[src/design/bmf_div.sv]
// Restoring divider, one quotient bit per cycle.
`timescale 1ns / 1ps
`default_nettype none
module bmf_div #(
	parameter int unsigned DW = 16,
	parameter int unsigned VW = 7
) (
	input  wire logic          clk,
	input  wire logic          arst_n,
	input  wire logic          start,
	input  wire logic [DW-1:0] dividend,
	input  wire logic [VW-1:0] divisor,
	output logic               done,
	output logic [DW-1:0]      quotient
);

	localparam int unsigned NW = $clog2(DW + 1);

	logic [VW-1:0] rem_q;
	logic [DW-1:0] quo_q;
	logic [VW-1:0] div_q;
	logic [NW-1:0] cnt_q;
	logic          busy_q;
	logic          done_q;
	logic [VW:0]   trial;
	logic          fits;

	// Trial subtract
	always_comb begin
		trial = {rem_q, quo_q[DW-1]};
		fits  = trial >= {1'b0, div_q};
	end

	// Control
	always_ff @(posedge clk or negedge arst_n) begin
		if (!arst_n) begin
			busy_q <= 1'b0;
			done_q <= 1'b0;
			cnt_q  <= '0;
		end else begin
			done_q <= 1'b0;
			if (start) begin
				busy_q <= 1'b1;
				cnt_q  <= '0;
			end else if (busy_q) begin
				cnt_q <= cnt_q + 1'b1;
				if (cnt_q == NW'(DW - 1)) begin
					busy_q <= 1'b0;
					done_q <= 1'b1;
				end
			end
		end
	end

	// Shift in one quotient bit per cycle
	always_ff @(posedge clk) begin
		if (start) begin
			rem_q <= '0;
			quo_q <= dividend;
			div_q <= divisor;
		end else if (busy_q) begin
			rem_q <= fits ? VW'(trial - {1'b0, div_q}) : trial[VW-1:0];
			quo_q <= {quo_q[DW-2:0], fits};
		end
	end

	assign done     = done_q;
	assign quotient = quo_q;

endmodule
`default_nettype wire

[config.mk]
export PLATFORM = sky130hd
export DESIGN_NAME = bmf_div
export DESIGN_NICKNAME = d
export VERILOG_FILES = /design/src/design/bmf_div.sv
export SDC_FILE = /design/constraint.sdc
export NUM_CORES = 1
export LEC_CHECK = 0
export ABC_AREA = 1
export BUFFER_PORTS_ARGS = -buffer_cell sky130_fd_sc_hd__buf_2
export CELL_PAD_IN_SITES_DETAIL_PLACEMENT = 2
export CELL_PAD_IN_SITES_GLOBAL_PLACEMENT = 2
export CORE_ASPECT_RATIO = 0.7
export CORE_MARGIN = 3
export CORE_UTILIZATION = 34
export CTS_CLUSTER_DIAMETER = 40
export CTS_CLUSTER_SIZE = 25
export DETAILED_ROUTE_END_ITERATION = 12
export GPL_TIMING_DRIVEN = 0
export HOLD_SLACK_MARGIN = 0.08
export PLACE_DENSITY = 0.95
export SLEW_MARGIN = 20
export SYNTH_ARGS = -nofsm -noshare
export SYNTH_HDL_FRONTEND = slang
export SYNTH_SLANG_ARGS = --single-unit
[constraint.sdc]
create_clock -name clk -period 2.79 [get_ports clk]
set_clock_uncertainty 0.05 [all_clocks]
set_input_delay 0 -clock clk [delete_from_list [all_inputs] [get_ports clk]]
set_output_delay 0 -clock clk [all_outputs]
set_load 0.01 [all_outputs]
After elaboration in Yosys (flattened, before gate mapping)
Index checks and enable logic that the tools add are counted.
{"block": "op_classes", "n_addsub": 2, "order_cmp": 1, "eq_ne": 1, "mux": 11, "reduce_logical": 1}
{"cell": "16-bit two-way mux", "count": 2}
{"cell": "5-bit two-way mux", "count": 2}
{"cell": "8-bit by 7-bit greater-or-equal comparator with 1-bit output", "count": 1}
{"cell": "7-bit two-way mux", "count": 1}
{"cell": "7-bit subtractor", "count": 1}
{"cell": "1-bit two-way mux", "count": 6}
{"cell": "5-bit by 1-bit adder with 5-bit output (second input constant)", "count": 1}
{"cell": "5-bit by 4-bit == test with 1-bit output (second input constant)", "count": 1}
{"cell": "2-bit nonzero test", "count": 1}
{"block": "word_totals", "regBits": 37, "inputBits": 26, "out_inout_bits": 17, "elab_cells": 22}

Logic depth before layout (Yosys ltp)
{"block": "logic_depth", "ltp_word": 4, "depth_mapped": 11, "ltp_nobuf": 11}

Least setup slack after synthesis
No wires, ideal clock.
{"block": "synth_path", "kind": "reg-to-reg", "from": "reg quo_q[15] (netlist: quotient[15])", "to": "reg rem_q[5]", "setup_ps": 113, "arrival_time_ps": 1657, "setup_slack_ps": 970, "stages_incl_launch_ff": 12, "n_path_buf": 0, "cell_sequence": "edfxtp_1 -> inv_1 -> ha_1 -> fa_1 -> inv_1 -> nand3_1 -> nand2_1 -> nand2_1 -> nand3_4 -> nand3_1 -> nand3_1 -> nand2_1"}
{"block": "synth_between", "elab_chain_len": 2, "elab_cells_between_ends": 3}
{"item": "from (decl)", "line": "20", "source": "logic [DW-1:0] quo_q;"}
{"item": "from (signal assigned)", "line": "59", "source": "quo_q <= dividend;"}
{"item": "from (signal assigned)", "line": "63", "source": "quo_q <= {quo_q[DW-2:0], fits};"}
{"item": "7-bit subtractor / 8-bit by 7-bit greater-or-equal comparator with 1-bit output (equally long branches)", "line": "62, 31"}
{"item": "7-bit two-way mux *", "line": "62", "source": "rem_q <= fits ? VW'(trial - {1'b0, div_q}) : trial[VW-1:0];"}
{"item": "to (signal assigned)", "line": "62"}
{"item": "to (decl)", "line": "19", "source": "logic [VW-1:0] rem_q;"}
Mark *: on every way between the ends. The rest lies on a longest branch, timed or not.
A chain may end at the register's enable or synchronous reset.

Worst setup path in the final report
{"block": "layout_path", "from": "reg quo_q[15] (netlist: quotient[15])", "to": "reg rem_q[6]"}
The elaborated chain is that of the path after synthesis.

==> metrics <==
top_reg_cell synth=edfxtp_1; Yosys reg bits=37; actual slew at the worst max-slew pin=760 ps; number of synthesized flops with an enable pin=23; Hold Buf Count CTS=26; Util after Layout=48.6%; Max Clock Freq=428 MHz; Routed Antenna Nets=0; Startpoint Class=flip-flop; antenna violations before repair=0; Worst setup EP type=flip-flop; CTS buffer count=5; Netlist Area Pre-Place=1920 µm²; Slew Viols, Final=0; Worst-Skew Late Latency=310 ps; pin count of the biggest net entering global routing=19; Via Count=1887; ys async rst share=18.9%; port bufs=42; Hold Path Class=input port to flip-flop; Starting Density=35.9%; cts repair resizes=0; Clk pin slew, worst setup/hold paths=90 ps; Avg WL per Cell=22.8 µm; core area=5340 µm²; unrepaired setup endpoints after global routing=no; grt ovf=0; hold path start=divisor[5]; post-CTS setup buffers=0; status=completed; max cap viols=0; maximum level of the CTS H-tree=2; Final nets=336; Root Buffer=clkbuf_8; hold path depth=2; period utilization=83.8%; Setup CP Type=flip-flop to flip-flop; number of global-route vias before repair=2141; FP Rows=22; CP Cell Sequence=inv_1 > ha_1 > fa_1 > inv_1 > nand3_1 > nand2_1 > o21ai_2 > nand3_1 > nand3_1 > nand2_1; TNS Setup=0 ps; post-synth top area cell=edfxtp_1; Slew HR=49.1%; global-route wire length before repair=12700 µm; largest cells by area after synthesis=edfxtp_1 (36%), nand2_1 (18%), dfrtp_1 (9.1%), dfxtp_1 (7.3%), ha_1 (5.9%); HPWL after DPL=4520 µm; Max IR drop VDD=0.386 mV; synth unique cells=28; top-area cell type share of the netlist area=36.0%; Placed Area=2220 µm²; crit-path leading delay family=simple AND/OR/NAND/NOR gates; cells after synthesis=225; Slowest-stage cell, CP=edfxtp_1; syn nets=261; ANT cells=0; Die Span X=95.8 µm; Pwr Density=818 nW/µm²; routability-driven placement congestion ratio=0.817; CP Buf/Inv Count=2; area delta synth->final=35.3%; RR Startpoint=quotient[15]; CP Max Fanout=8; Seq/Total Area, Yosys=52.4%; fin worst setup slack=452 ps; Die Area=6590 µm²; fin crit period=2340 ps; # setup viols final=0; Global Route Usage Sum=27.3%; WP data required=2930 ps; CP dominant cell by count=nand3_1; RR Endpoint=rem_q[6]; Pwr Total=2.12 mW; worst hold path endpoint=div_q[5]; Syn Area/Cell=8.52 µm²; Top-Level Pins=43; Place WS=759 ps; Hold Fails Final Rpt=0; clk sink count=37; worst endpoint data arrival time=2480 ps; drt initial violations=84; Lkg Pwr=1.29 nW; Bufs on Longest Clock Path=2; DR DRC count=0; design area=2590 µm²; crit-path max cell delay=410 ps; layout cells sized above 1=19.9%; yosys warns=0; WL final=8510 µm; TritonCTS clock tree=yes; first drt pass iteration count=4; Chip Height=68.8 µm; Worst Reg-to-Reg Cells=10; worst reg-to-reg setup slack=450 ps; Vias/cell=5.06
power breakdown:
| part | internal, mW | switching (mW) | total (mW) |
|---|---|---|---|
| sequential | 0.675 | 0.0756 | 0.751 |
| clock | 0.292 | 0.223 | 0.515 |
| combinational | 0.301 | 0.556 | 0.857 |
| total | 1.27 | 0.855 | 2.12 |
worst max-delay path by stage:
stage,startpoint,end,slack (ps),depth (start not counted)
floorplan,quotient[15],rem_q[5],970,11
finish,quotient[15],rem_q[6],450,10
global placement,quotient[15],rem_q[5],820,11
CTS,quotient[15],rem_q[5],580,10
detailed placement,quotient[15],quotient[0],760,8
global route,quotient[15],rem_q[6],320,10
placed cells by master, fill, tap and decap left out, types with 6 or more instances in the layout:
cell type | netlist | layout
dfrtp_1 | 7 | 7
buf_2 | 2 | 44
nand3_1 | 17 | 17
ha_1 | 9 | 9
dlygate4sd3_1 | 0 | 26
nor2_1 | 8 | 8
dfxtp_1 | 7 | 7
clkbuf_8 | 0 | 6
inv_1 | 27 | 27
edfxtp_1 | 23 | 23
nand2_1 | 91 | 91
cells by family (layout without fill, tap and decap cells):
logic type                 after synthesis  in the layout  share of synthesized area, %
AOI/OAI and AO/OA                        9              9                          3.33
adders and majority gates               10             10                          6.91
DFF                                     37             37                          52.4
xor gates and xnor gates                 2              2                         0.913
and+or+nand+nor                        131            131                          29.2
buffers and inverters                   36            112                          7.18
metrics by stage:
step / instances / hold WS, ps
6_report: 373 / 366
5_1_grt: 373 / 377
4_1_cts: 373 / 346
3_5_place_dp: 339 / -205
3_3_place_gp: 339 / -210
2_1_floorplan: 225 / -346
state kept, by name, indices dropped and copies added (netlist names):
signal,count
done,1
div_q,7
busy_q,1
rem_q,7
quotient,16
cnt_q,5
synth_stat cells (2+ instances only):
cell type / n
edfxtp_1: 23
buf_2: 2
nor3_1: 5
a21oi_1: 2
nand4_1: 2
inv_2: 5
nor2_1: 8
dfxtp_1: 7
o21ai_1: 2
inv_1: 27
nand3_1: 17
ha_1: 9
nand2_1: 91
dfrtp_1: 7
nand3b_1: 4
a31oi_1: 2
routing by layer:
layer	vias up	wire, µm	global-route usage (%)
li1	872	-	-
met1	953	3680	33.7
met2	46	4390	49.1
met3	16	259	4.56
met4	0	175	9.04
met5	-	0	0
cell type report:
cell class,count,area [µm²]
Buffer,3,13.8
Inverter,33,124
Clock buffer,7,86.3
Multi-Input combinational cell,152,774
Sequential cell,37,1010
Tap cell,72,90.1
Fill cell,595,2750
Clock inverter,1,30.0
Timing Repair Buffer,68,470
Power figures use the tool's default switching activity.
